===== config.mk =====
export PLATFORM = sky130hd
export DESIGN_NAME = yadj_convert
export DESIGN_NICKNAME = d
export VERILOG_FILES = /design/src/yadj_pkg.sv /design/src/yadj_convert.sv
export SDC_FILE = /design/constraint.sdc
export NUM_CORES = 1
export LEC_CHECK = 0
export BUFFER_PORTS_ARGS = -buffer_cell sky130_fd_sc_hd__buf_2
export CORE_ASPECT_RATIO = 0.5
export CORE_MARGIN = 2
export CORE_UTILIZATION = 63
export DETAILED_ROUTE_END_ITERATION = 12
export GPL_ROUTABILITY_DRIVEN = 1
export PLACE_DENSITY = 0.84
export RECOVER_POWER = 25
export SLEW_MARGIN = 0
export SYNTH_ARGS = -nofsm -noshare
export SYNTH_HDL_FRONTEND = slang
export SYNTH_SLANG_ARGS = --single-unit

===== constraint.sdc =====
create_clock -name clk -period 7.45 [get_ports clk]
set_input_delay 1.1175 -clock clk [delete_from_list [all_inputs] [get_ports clk]]
set_output_delay 1.1175 -clock clk [all_outputs]
set_load 0.005 [all_outputs]

===== src/yadj_pkg.sv =====
`timescale 1ns / 1ps

package yadj_pkg;

  // register indexes of the configuration port
  typedef enum logic [1:0] {
    REG_HUE      = 2'd0,
    REG_SAT      = 2'd1,
    REG_BRIGHT   = 2'd2,
    REG_CONTRAST = 2'd3
  } cfg_reg_t;

  // one pixel of three 8-bit samples (yuv in, adjusted yuv between stages)
  typedef struct packed {
    logic [7:0] v;
    logic [7:0] u;
    logic [7:0] y;
  } yuv_t;

  // one converted pixel
  typedef struct packed {
    logic [7:0] blue;
    logic [7:0] green;
    logic [7:0] red;
  } rgb_t;

  // coefficients derived from the configuration registers
  typedef struct packed {
    logic signed [15:0] cos_q;
    logic signed [15:0] sin_q;
    logic signed [15:0] gain;
    logic signed [7:0]  contrast;
    logic signed [7:0]  brightness;
  } yadj_cfg_t;

  // floor(n / 100) as (n + LUMA_BIAS) * LUMA_RECIP >> LUMA_SHIFT, minus LUMA_BIAS / 100
  localparam logic signed [16:0] LUMA_BIAS  = 17'sd16400;
  localparam logic [31:0]        LUMA_RECIP = 32'd41944;
  localparam int                 LUMA_SHIFT = 22;

  // floor(n / 10000) the same way, after the shift by 14
  localparam logic signed [39:0] CHROMA_BIAS  = 40'sd4200000;
  localparam logic [47:0]        CHROMA_RECIP = 48'd13743896;
  localparam int                 CHROMA_SHIFT = 37;

  // bt.601 coefficients
  localparam logic [18:0]        COEF_Y  = 19'd1192;
  localparam logic signed [19:0] COEF_RV = 20'sd1634;
  localparam logic signed [19:0] COEF_GV = 20'sd833;
  localparam logic signed [19:0] COEF_GU = 20'sd400;
  localparam logic signed [19:0] COEF_BU = 20'sd2066;
  localparam logic [7:0]         LUMA_FLOOR = 8'd16;

  // round(sin(d) * 16384) for d = 0..90 degrees
  localparam logic [14:0] SIN_TABLE [0:90] = '{
    15'd0,     15'd286,   15'd572,   15'd857,   15'd1143,  15'd1428,  15'd1713,
    15'd1997,  15'd2280,  15'd2563,  15'd2845,  15'd3126,  15'd3406,  15'd3686,
    15'd3964,  15'd4240,  15'd4516,  15'd4790,  15'd5063,  15'd5334,  15'd5604,
    15'd5872,  15'd6138,  15'd6402,  15'd6664,  15'd6924,  15'd7182,  15'd7438,
    15'd7692,  15'd7943,  15'd8192,  15'd8438,  15'd8682,  15'd8923,  15'd9162,
    15'd9397,  15'd9630,  15'd9860,  15'd10087, 15'd10311, 15'd10531, 15'd10749,
    15'd10963, 15'd11174, 15'd11381, 15'd11585, 15'd11786, 15'd11982, 15'd12176,
    15'd12365, 15'd12551, 15'd12733, 15'd12911, 15'd13085, 15'd13255, 15'd13421,
    15'd13583, 15'd13741, 15'd13894, 15'd14044, 15'd14189, 15'd14330, 15'd14466,
    15'd14598, 15'd14726, 15'd14849, 15'd14968, 15'd15082, 15'd15191, 15'd15296,
    15'd15396, 15'd15491, 15'd15582, 15'd15668, 15'd15749, 15'd15826, 15'd15897,
    15'd15965, 15'd16026, 15'd16083, 15'd16135, 15'd16182, 15'd16225, 15'd16262,
    15'd16294, 15'd16322, 15'd16344, 15'd16362, 15'd16374, 15'd16382, 15'd16384
  };

  // sine of a whole degree in q1.14, 0..90
  function automatic logic [14:0] sin_q14(input logic [6:0] deg);
    logic [14:0] s;
    s = 15'd0;
    if (deg <= 7'd90) begin
      s = SIN_TABLE[deg];
    end
    return s;
  endfunction

  // clamp a signed sample to 0..255
  function automatic logic [7:0] clamp_u8(input logic signed [11:0] x);
    logic [7:0] r;
    if (x < 12'sd0) begin
      r = 8'd0;
    end else if (x > 12'sd255) begin
      r = 8'hff;
    end else begin
      r = x[7:0];
    end
    return r;
  endfunction

  // clamp a sum to 0..262143 and keep bits 17..10
  function automatic logic [7:0] rgb_channel(input logic signed [20:0] s);
    logic [7:0] r;
    if (s < 21'sd0) begin
      r = 8'd0;
    end else if (s > 21'sd262143) begin
      r = 8'hff;
    end else begin
      r = s[17:10];
    end
    return r;
  endfunction

endpackage


===== src/yadj_convert.sv =====
`timescale 1ns / 1ps

module yadj_convert (
  input  logic           clk,
  input  logic           rst,
  input  logic           in_valid,
  output logic           in_ready,
  input  yadj_pkg::yuv_t in_pix,
  output logic           out_valid,
  input  logic           out_ready,
  output yadj_pkg::rgb_t out_pix
);
  import yadj_pkg::*;

  logic v6, v7;
  logic en6, en7;

  // stage 6: coefficient products
  logic [7:0]         yy;
  logic signed [7:0]  uu, vv;
  logic [18:0]        py6;
  logic signed [19:0] pr6, pgv6, pgu6, pb6;

  // stage 7: sums, clamp and scale
  logic signed [20:0] ys, sr, sg, sb;

  assign en7 = !v7 || out_ready;
  assign en6 = !v6 || en7;
  assign in_ready = en6;

  // luma minus 16 floored at zero, chroma minus 128
  assign yy = (in_pix.y >= LUMA_FLOOR) ? (in_pix.y - LUMA_FLOOR) : 8'd0;
  assign uu = $signed({~in_pix.u[7], in_pix.u[6:0]});
  assign vv = $signed({~in_pix.v[7], in_pix.v[6:0]});

  assign ys = 21'($signed({1'b0, py6}));
  assign sr = ys + 21'(pr6);
  assign sg = ys - 21'(pgv6) - 21'(pgu6);
  assign sb = ys + 21'(pb6);

  // valid bits
  always_ff @(posedge clk) begin
    if (rst) begin
      v6 <= 1'b0;
      v7 <= 1'b0;
    end else begin
      if (en6) v6 <= in_valid;
      if (en7) v7 <= v6;
    end
  end

  // payload registers
  always_ff @(posedge clk) begin
    if (en6) begin
      py6  <= 19'(yy) * COEF_Y;
      pr6  <= 20'(vv) * COEF_RV;
      pgv6 <= 20'(vv) * COEF_GV;
      pgu6 <= 20'(uu) * COEF_GU;
      pb6  <= 20'(uu) * COEF_BU;
    end
    if (en7) begin
      out_pix.red   <= rgb_channel(sr);
      out_pix.green <= rgb_channel(sg);
      out_pix.blue  <= rgb_channel(sb);
    end
  end

  assign out_valid = v7;

endmodule


-- After elaboration in Yosys (flattened, before gate mapping)
Cells that the tools add are included.
- flip-flop bits (word level): 113
- input port bits: 28
- output and inout bits: 26
- word-level logic and storage cells: 37
- add/subtract/negate cells: 5
- $mul: 5
- $lt $le $gt $ge: 7
- mux-type cells: 4
- bitwise gates (word level): 2
- reductions and logical operators: 4
- operators by type and width (cell ; number):
    > comparator 21 x 19 -> 1 bit, second input constant ; 3
    < comparator 21 x 1 -> 1 bit, second input constant ; 3
    adder 20 x 20 -> 21 bit ; 2
    multiplier 8 x 11 -> 19 bit, second input constant ; 2
    2-to-1 mux 8 bit ; 4
    subtractor 20 x 19 -> 21 bit ; 1
    subtractor 21 x 18 -> 21 bit ; 1
    multiplier 8 x 12 -> 19 bit, second input constant ; 1
    multiplier 8 x 8 -> 16 bit, second input constant ; 1
    multiplier 8 x 6 -> 14 bit, second input constant ; 1
    >= comparator 8 x 5 -> 1 bit, second input constant ; 1
    subtractor 8 x 5 -> 8 bit, second input constant ; 1
    logical NOT 1 bit ; 2
    logical OR 1 bit ; 2
    inverter 1 bit ; 2

-- Logic depth before layout (Yosys ltp)
Gate-level depths: netlist (run 1).
- depth after elaboration: 4
- mapped depth: 19
- gate-level depth less buffers: 19

-- Least setup slack after synthesis (run 1)
Ideal clock, no wire load.
- kind: input to register
- from: input port in_pix[5] (netlist bit)
- to: register py6[17], data pin
- library setup time: 258 ps
- arrival: 5068 ps
- data required time: 7192 ps
- path slack: 2124 ps
- cell stages on the path: 19
- buffers on the path: 0
- cells stage by stage: inv_1 ha_1 nor3b_1 a21boi_0 nor2_1 ha_1 ha_1 inv_1 fa_1 fa_1 inv_1 ha_1 inv_1 o21bai_1 a21oi_1 o21ai_1 a21o_1 a21oi_1 xnor2_1
- word-level cells in the longest chain between the ends: 3
- elaborated cells between the ends (all ways): 4
- those cells by class: add/sub: 1; mul: 1; order compare: 1; mux: 1
- ends and longest elaborated chain (element ; RTL line ; text):
    start, declared ; yadj_convert.sv:8 ; input yadj_pkg::yuv_t in_pix,
    subtractor 8 x 5 -> 8 bit or >= comparator 8 x 5 -> 1 bit (tied branches) ; yadj_convert.sv:32 ; assign yy = (in_pix.y >= LUMA_FLOOR) ? (in_pix.y - LUMA_FLOOR) : 8'd0;
    2-to-1 mux 8 bit (*) ; yadj_convert.sv:32 ;
    multiplier 8 x 8 -> 16 bit (*) ; yadj_convert.sv:55 ; py6 <= 19'(yy) * COEF_Y;
    end signal, assigned ; yadj_convert.sv:55 ;
    end, declared ; yadj_convert.sv:21 ; logic [18:0] py6;
Every way passes the cells marked *; elsewhere a longest branch is shown, timed or not.
A chain may end at the register's enable or synchronous reset.

-- Worst setup path in the final report (run 1)
- from: input port in_pix[4] (netlist bit)
- to: register py6[17], data pin
The elaborated chain is that of the path after synthesis.

==> impl_metrics.py, run 1 <==
metrics = {
    "floorplanning": {
        "dieArea_um2": 17300,
        "coreArea_um2": 15600,
        "fp.dieH_um": 94.0,
        "row_count": 32,
        "ios": 54,
        "initial_core_util": 0.654,
        "chipWidth_um": 184,
    },
    "synthesis": {
        "ys_seq_area_frac": 0.307,
        "synth_edf_count": 103,
        "synth_mux_area_frac": 0.00245,
        "synth_compound_area_frac": 0.131,
        "ys_ff_latch": 105,
        "synthXorXnorAreaFrac": 0.0625,
        "synth-warning-count": 0,
        "synth-simple-area-share": 0.0581,
        "synth_nets": 1232,
        "yosysUniqueCellTypes": 65,
        "synth_fa_ha_area_frac": 0.377,
        "synthTopCellsByArea": "edfxtp_1 30%, ha_1 27%, fa_1 11%, inv_1 6.2%, xnor2_1 4.3%",
        "async_flop_share": 0,
        "synth_ff_type": "edfxtp_1",
        "synth_top_cell_area_share": 0.303,
        "synth_area_leader_cell": "edfxtp_1",
        "syn_inst": 930,
        "netlist_area_um2": 10200,
        "synth_top_family_by_area": "adder cells",
        "syn_area_per_cell_um2": 11.0,
    },
    "layout": {
        "drive_gt1_frac": 0.0680,
        "postLayoutCoreUtil": 0.705,
        "fin_cells": 1204,
        "multiInputGateArea_um2": 6440,
        "final_cell_mix": "218 x ha_1, 169 x inv_1, 103 x edfxtp_1",
        "area_growth_pct": 7.79,
        "fillers": 1087,
        "antenna_cells": 0,
        "area.sequential_um2": 3130,
        "layout.nets": 1297,
        "final_common_cell": "ha_1",
        "final_cell_area_um2": 11000,
    },
    "power_and_ir_drop": {
        "vdd_drop_max_mv": 0.230,
        "power_mw": 4.57,
        "power_frac_seq": 0.243,
        "powerDensity_nw_per_um2": 415,
        "swShare": 0.459,
        "pwr-share-clk": 0.103,
        "pwr-share-comb": 0.653,
        "p_sw_mw": 2.10,
        "intPower_mw": 2.47,
        "p_leak_nw": 5.43,
    },
    "sta": {
        "timing.final.crit_share": 0.734,
        "whs_ps": 517,
        "slew_viol_final": 0,
        "setup_tns_ps": 0,
        "skew_ps": 9.47,
        "final_hold_viol_count": 0,
        "min_period_ps": 5470,
        "fmax_ghz": 0.183,
        "tightest_slew_ps": 940,
        "fin_ws_ps": 1980,
        "grt_setup_unrepaired": "no",
        "finalSetupViolations": 0,
        "relSlewSlack": 0.373,
    },
    "route": {
        "via_count": 7111,
        "via_per_inst": 5.91,
        "route.met3.wl_um": 1560,
        "wl_met2_um": 10400,
        "avgRoutedWirePerCell_um": 18.3,
        "route.detailed.drc": 0,
        "drtAntennaViolNets": 0,
        "wl_um": 22100,
        "first_iter_violations": 417,
        "firstDrtPassIters": 7,
        "topRoutingLayerUsed": "met4",
        "m1WireLength_um": 9440,
    },
    "clock_network": {
        "postCtsSetupRepairBufs": 0,
        "cts_root_buffer": "clkbuf_16",
        "cts-buffers-inserted": 9,
        "cts_sinks": 105,
        "clock_path_buffers": 2,
        "holdBufCountCts": 0,
        "cts_max_level": 3,
        "worstSkewPairLatency_ps": 350,
        "cts_tree": "built",
        "cts_resized": 0,
        "clk_pin_slew_ps": 80,
    },
    "place": {
        "gp_congestion": 0.933,
        "post-place-ws_ps": 1610,
        "placed_area_um2": 10700,
        "place_inst": 1188,
        "portBuffers": 53,
        "dp_hpwl_um": 18000,
    },
    "grt": {
        "antenna_found_initial": 0,
        "grt_pass1_vias": 7497,
        "grt_pass1_wl_um": 36300,
        "grt_max_degree": 65,
        "overflow": 0,
        "track_usage": 0.275,
    },
    "worst_setup_path": {
        "crit_chain": "buf_2, inv_1, ha_1, nor3b_1, a21boi_0, nor2_1, ha_1, ha_1, inv_1, fa_1, fa_1, inv_1, ha_1, inv_1, o21bai_1, a21oi_1, o21ai_1, a21o_1, a21oi_1, xnor2_1",
        "crit_type": "input port to register",
        "endpoint_kind": "register",
        "worstPathRequired_ps": 7560,
        "slowest_stage": "fa_1",
        "cpPeakStageDelay_ps": 550,
        "startpoint_type": "input port",
        "worst-path-max-fanout": 5,
        "cp.arrival_ps": 5580,
    },
    "status": {
        "status": "finished, final reports clean",
    },
    "min_path": {
        "hold_class": "register to register",
    },
    "run": {
        "maxCapViolations": 0,
    },
}
-- power groups by stage --
stage,combinational (mW),sequential [mW],clock (mW)
2_1_floorplan,2.23,1.06,0
3_3_place_gp,2.77,1.11,0
3_5_place_dp,2.90,1.12,0
4_1_cts,2.96,1.11,0.478
5_1_grt,3.31,1.13,0.498
6_report,2.99,1.11,0.473
-- per-layer routing --
| metal | vias to the layer above | GRT usage |
|---|---|---|
| li1 | 3371 | - |
| met1 | 3427 | 0.331 |
| met2 | 251 | 0.481 |
| met3 | 62 | 0.0748 |
| met4 | 0 | 0.0967 |
| met5 | - | 0 |
-- state kept, by name (all words and copies together) (netlist names) --
name / flops
pgu6: 10
out_valid: 1
out_pix: 24
pgv6: 19
pr6: 15
py6: 16
pb6: 19
v6: 1
-- logic make-up (layout without fill, tap and decap cells) --
logic type / after synthesis / in the layout
AOI/OAI and AO/OA: 189 / 189
DFF: 105 / 105
xor gates and xnor gates: 72 / 72
muxes: 2 / 2
and+or+nand+nor: 118 / 118
adders and majority gates: 274 / 274
buffers and inverters: 170 / 240
-- area by class of cell --
cell class,instances,area share
multi-input combinational,655,0.585
sequential,105,0.285
tap,204,0.0232
clock inverter,7,0.00671
inverter,170,0.0580
clock buffer,9,0.0205
timing repair buffer,54,0.0219
-- critical path, delay by kind of cell --
kind,cells,cell delay [ps]
xor gates and xnor gates,1,90
AOI/OAI and AO/OA,6,1210
and+or+nand+nor,2,680
adders and majority gates,6,2150
buffers and inverters,5,330
-- Yosys cell counts, types with 7 or more instances --
cell type / n
ha_1: 218
inv_1: 169
edfxtp_1: 103
a21oi_1: 67
fa_1: 56
xnor2_1: 50
nor2_1: 30
nand2_1: 23
a21o_1: 22
xor2_1: 21
nor2b_1: 14
o21ai_0: 13
nor3_1: 12
o21bai_1: 12
nand3_1: 11
o21a_1: 10
o21ai_1: 8
o21ba_1: 8
nand4_1: 7
-- final timing paths --
check | start | depth (start not counted) | endpoint | slack (ps)
max | in_pix[4] | 20 | py6[17] | 1980
min | v6 | 2 | out_valid | 520
max reg2reg | py6[7] | 10 | out_pix[9] | 4050
min reg2reg | v6 | 2 | out_valid | 520
Power figures use the tool's default switching activity.
==> run 2, diff against run 1 <==
Settings changed: CORE_UTILIZATION 63 to 57, PLACE_DENSITY 0.84 to 0.8.
Clock period 7.45 ns to 4.5 ns, I/O delays scaled along.
==> run 2 against run 1 <==
- the run now ends with max-capacitance violations, max-slew violations left
- sequential power increased by 66%
- design area increased by 3.3%
- critical path depth decreased by 5
- core utilization decreased by 5.3 points
- power increased by 66%
- wire length decreased by 1.1%
- first-iteration DRC count increased by 12%
- setup slack got worse by 1700 ps
- cell count increased by 5.5%
- register-to-register slack got worse by 2800 ps
==> impl_metrics.py, run 2 (synthesized netlist as in run 1, its figures left out) <==
metrics = {
    "route": {
        "via_per_inst": 5.64,
        "route.detailed.drc": 0,
        "wl_um": 21800,
        "firstDrtPassIters": 5,
        "route.met3.wl_um": 980,
        "m1WireLength_um": 9840,
        "topRoutingLayerUsed": "met4",
        "avgRoutedWirePerCell_um": 17.2,
        "wl_met2_um": 10500,
        "first_iter_violations": 466,
        "via_count": 7159,
        "drtAntennaViolNets": 0,
    },
    "place": {
        "placed_area_um2": 11100,
        "gp_congestion": 0.893,
        "post-place-ws_ps": -180,
        "place_inst": 1254,
        "dp_hpwl_um": 17800,
        "portBuffers": 53,
    },
    "power_and_ir_drop": {
        "swShare": 0.446,
        "power_frac_seq": 0.242,
        "pwr-share-comb": 0.649,
        "vdd_drop_max_mv": 0.379,
        "powerDensity_nw_per_um2": 669,
        "pwr-share-clk": 0.109,
        "p_sw_mw": 3.39,
        "intPower_mw": 4.22,
        "p_leak_nw": 5.66,
        "power_mw": 7.60,
    },
    "grt": {
        "antenna_found_initial": 0,
        "grt_pass1_vias": 7564,
        "overflow": 0,
        "grt_max_degree": 49,
        "grt_pass1_wl_um": 36900,
        "track_usage": 0.244,
    },
    "layout": {
        "multiInputGateArea_um2": 6480,
        "largest_register_ffs": 24,
        "drive_gt1_frac": 0.118,
        "fin_cells": 1270,
        "final_cell_mix": "218 x ha_1, 169 x inv_1, 103 x edfxtp_1",
        "antenna_cells": 0,
        "largestRegisters": "out_pix: 24 flops, pb6: 19 flops, pgv6: 19 flops",
        "final_cell_area_um2": 11400,
        "fillers": 1322,
        "postLayoutCoreUtil": 0.652,
        "largest-register": "out_pix",
        "area.sequential_um2": 3130,
        "layout.nets": 1333,
        "final_common_cell": "ha_1",
        "area_growth_pct": 11.3,
    },
    "status": {
        "failed_checks": "max-capacitance violations, max-slew violations",
        "status": "complete, but fails checks",
    },
    "floorplanning": {
        "row_count": 34,
        "chipWidth_um": 193,
        "ios": 54,
        "dieArea_um2": 19100,
        "fp.dieH_um": 98.7,
        "initial_core_util": 0.586,
        "coreArea_um2": 17400,
    },
    "clock_network": {
        "cts_sinks": 105,
        "clock_path_buffers": 2,
        "cts_max_level": 3,
        "worstSkewPairLatency_ps": 360,
        "cts_root_buffer": "clkbuf_16",
        "postCtsSetupRepairBufs": 0,
        "clk_pin_slew_ps": 80,
        "cts_tree": "built",
        "holdBufCountCts": 0,
        "cts-buffers-inserted": 9,
        "cts_resized": 0,
    },
    "min_path": {
        "hold-path-endpoint": "out_valid",
        "hold_class": "input port to register",
        "hold_path_startpoint": "rst",
        "whs_path_depth": 2,
    },
    "sta": {
        "tightest_slew_ps": 1610,
        "whs_ps": 479,
        "skew_ps": 12.4,
        "relSlewSlack": -0.0734,
        "setup_tns_ps": 0,
        "fin_ws_ps": 235,
        "final_hold_viol_count": 0,
        "timing.final.crit_share": 0.948,
        "slew_viol_final": 34,
        "min_period_ps": 4270,
        "finalSetupViolations": 0,
        "grt_setup_unrepaired": "no",
        "fmax_ghz": 0.234,
    },
    "worst_setup_path": {
        "endpoint_kind": "register",
        "worst-path-max-fanout": 2,
        "crit_path_frequent_cell": "fa_1",
        "startpoint_type": "input port",
        "r2r_start": "py6[7]",
        "r2r_setup_slack_ps": 1200,
        "path_buf_inv": 4,
        "critPathTopFamily": "adder cells",
        "rr_worst_depth": 10,
        "crit_chain": "buf_2, inv_1, fa_1, fa_1, fa_1, inv_1, fa_1, ha_1, inv_1, o21ai_1, a21o_1, a21oi_1, o21ai_1, o41ai_2, xnor2_1",
        "crit_type": "input port to register",
        "timing.rr.end": "out_pix[10]",
        "cpPeakStageDelay_ps": 590,
        "cp.arrival_ps": 4380,
        "slowest_stage": "fa_1",
        "worstPathRequired_ps": 4620,
    },
    "run": {
        "maxCapViolations": 1,
    },
}
run 2: cell count changes in the layout (fill, tap and decap cells not counted), sizes merged:
| cell | delta |
|---|---|
| bufinv | +1 |
| buf | +48 |
| inv | +2 |
| clkinv | -3 |
| clkbuf | -12 |
run 2: power by group through the flow:
stage | sequential, mW | combinational [mW] | clock [mW]
2_1_floorplan | 1.76 | 3.70 | 0
3_3_place_gp | 1.84 | 4.72 | 0
3_5_place_dp | 1.86 | 4.87 | 0
4_1_cts | 1.84 | 4.92 | 0.840
5_1_grt | 1.88 | 5.55 | 0.874
6_report | 1.84 | 4.93 | 0.830
run 2: final cells by class:
type                    instances  share of cell area
clock buffers                   9              0.0198
inverters                     170              0.0561
clock inverters                 7             0.00715
multi-input cells             655               0.570
well taps                     234              0.0258
flip-flops and latches        105               0.276
repair buffers                 90              0.0455
run 2: worst max-delay path by stage:
stage                    start  endpoint  slack (ps)  depth (start not counted)
finish              in_pix[21]   pr6[19]         230                         15
global route        in_pix[21]   pr6[17]          30                         16
CTS                 in_pix[21]   pr6[19]         180                         15
detailed placement  in_pix[21]   pr6[19]        -180                         15
global placement    in_pix[21]   pr6[19]         -60                         15
floorplan            in_pix[5]   py6[17]          20                         19
run 2: metal layers:
metal  up-vias  GRT usage
met3        39     0.0352
li1       3450          -
met2       173      0.439
met1      3497      0.310
met4         0     0.0716
met5         -          0
run 2: worst register-to-register path: stages (launching register included):
cell and delay, ps:
edfxtp_1 500, fa_1 510, ha_1 330, a211oi_2 310
o21a_1 190, o211a_1 210, nor2_1 110, o221ai_1 230
nor3b_1 260, o211ai_2 200, a21oi_1 270
==> run 3, diff against run 2 <==
Settings changed: CORE_UTILIZATION 57 to 63, PLACE_DENSITY 0.8 to 0.84.
Clock period 4.5 ns to 4.4 ns, I/O delays scaled along.
==> run 3 against run 2 <==
- first-iteration DRC count grew 2.8%
- the flow now finishes without violations
- largest power group unchanged
- wire length shrank 0.25%
- cell count decreased by 1.8%
- hold slack worse by 7.6 ps
- combinational power rose by 4.7%
- critical path type unchanged
- sequential share of layout area is essentially flat
- register-to-register slack got worse by 90 ps
- non-clock buffer count is 7 higher
==> impl_metrics.py, run 3 (synthesized netlist as in run 1, its figures left out) <==
metrics = {
    "worst_setup_path": {
        "crit_path_frequent_cell": "fa_1",
        "cp.arrival_ps": 4330,
        "critical_path_depth": 15,
        "crit_chain": "buf_2, clkinvlp_4, fa_1, fa_1, fa_1, inv_1, fa_1, ha_1, inv_1, o21ai_1, a21o_1, a21oi_1, o21ai_1, o41ai_2, xnor2_1",
        "r2r_setup_slack_ps": 1110,
        "critPathTopFamily": "adder cells",
        "path_buf_inv": 4,
        "endpoint_kind": "register",
        "rr_worst_depth": 10,
        "crit_type": "input port to register",
        "worst-path-max-fanout": 2,
        "slowest_stage": "fa_1",
        "worstPathRequired_ps": 4510,
        "startpoint_type": "input port",
        "cpPeakStageDelay_ps": 560,
    },
    "layout": {
        "largest-register": "out_pix",
        "final_cell_mix": "217 x ha_1, 168 x inv_1, 103 x edfxtp_1",
        "postLayoutCoreUtil": 0.728,
        "layout.nets": 1340,
        "drive_gt1_frac": 0.124,
        "final_cell_area_um2": 11400,
        "area_growth_pct": 11.3,
        "antenna_cells": 0,
        "fillers": 1037,
        "largestRegisters": "out_pix: 24 flops, pb6: 19 flops, pgv6: 19 flops",
        "largest_register_ffs": 24,
        "final_common_cell": "ha_1",
    },
    "sta": {
        "grt_setup_unrepaired": "no",
        "skew_ps": 10.2,
        "relSlewSlack": 0.0290,
        "slew_viol_final": 0,
        "finalSetupViolations": 0,
        "tightest_slew_ps": 1450,
        "fmax_ghz": 0.237,
        "final_hold_viol_count": 0,
        "min_period_ps": 4210,
        "timing.final.crit_share": 0.958,
    },
    "clock_network": {
        "worstSkewPairLatency_ps": 360,
        "cts-buffers-inserted": 9,
        "cts_sinks": 105,
        "cts_resized": 0,
        "clock_path_buffers": 2,
        "cts_root_buffer": "clkbuf_16",
        "postCtsSetupRepairBufs": 0,
        "holdBufCountCts": 0,
        "clk_pin_slew_ps": 80,
        "cts_max_level": 3,
        "cts_tree": "built",
    },
    "min_path": {
        "whs_path_depth": 2,
        "hold_class": "input port to register",
    },
    "power_and_ir_drop": {
        "vdd_drop_max_mv": 0.431,
        "p_leak_nw": 5.65,
        "power_mw": 7.82,
        "powerDensity_nw_per_um2": 688,
    },
    "status": {
        "status": "finished, final reports clean",
    },
    "grt": {
        "grt_pass1_vias": 7718,
        "track_usage": 0.276,
        "antenna_found_initial": 0,
        "overflow": 0,
        "grt_max_degree": 48,
        "grt_pass1_wl_um": 36600,
    },
    "place": {
        "dp_hpwl_um": 17700,
        "gp_congestion": 0.868,
        "placed_area_um2": 11100,
        "portBuffers": 53,
    },
    "route": {
        "wl_um": 21800,
        "via_count": 7148,
        "avgRoutedWirePerCell_um": 17.5,
        "firstDrtPassIters": 4,
        "via_per_inst": 5.73,
        "first_iter_violations": 479,
        "drtAntennaViolNets": 0,
        "route.detailed.drc": 0,
    },
    "run": {
        "maxCapViolations": 0,
    },
    "floorplanning": {
        "row_count": 32,
        "chipWidth_um": 184,
        "dieArea_um2": 17300,
        "fp.dieH_um": 94.0,
        "coreArea_um2": 15600,
        "ios": 54,
        "initial_core_util": 0.654,
    },
}
-- run 3: changes by cell type in the layout (fill, tap and decap cells not counted), sizes merged --
cell and change:
buf +3, bufinv -1, clkbuf +6, clkinv -1
clkinvlp +3, inv -3
-- run 3: metal layers --
layer  wire [µm]  global-route usage  share of wire
met1        9440               0.343           0.43
met2       10400               0.484           0.48
met3        1270              0.0508          0.059
met4         636               0.105          0.029
met5           0                   0              0
-- run 3: per-stage QoR --
step | cells | hold WS [ps] | setup TNS (ps) | setup WS, ps
floorplan | 930 | 463 | 0 | 22.3
global placement | 1231 | 518 | -160 | -102
detailed placement | 1231 | 548 | -1060 | -208
CTS | 1247 | 468 | 0 | 178
global route | 1247 | 468 | 0 | 8.20
finish | 1247 | 471 | 0 | 187
-- run 3: worst paths after layout --
| check | start | endpoint |
|---|---|---|
| min reg2reg | v6 | out_valid |
| max | in_pix[22] | pr6[19] |
| min | rst | out_valid |
| max reg2reg | py6[7] | out_pix[10] |
-- run 3: area by class of cell --
cell class                 count  area [µm²]  area share
inverter                     170         642      0.0564
tap                          204         255      0.0224
timing repair buffer          97         562      0.0494
clock buffer                  11         233      0.0205
sequential                   105        3130       0.276
clock inverter                 5        41.3     0.00363
multi-input combinational    655        6500       0.572
-- run 3: power breakdown --
part | switching (mW) | leakage (nW) | total, mW | internal (mW)
registers | 0.243 | 1.11 | 1.88 | 1.64
clock network | 0.393 | 0.127 | 0.784 | 0.392
logic | 2.90 | 4.42 | 5.16 | 2.26
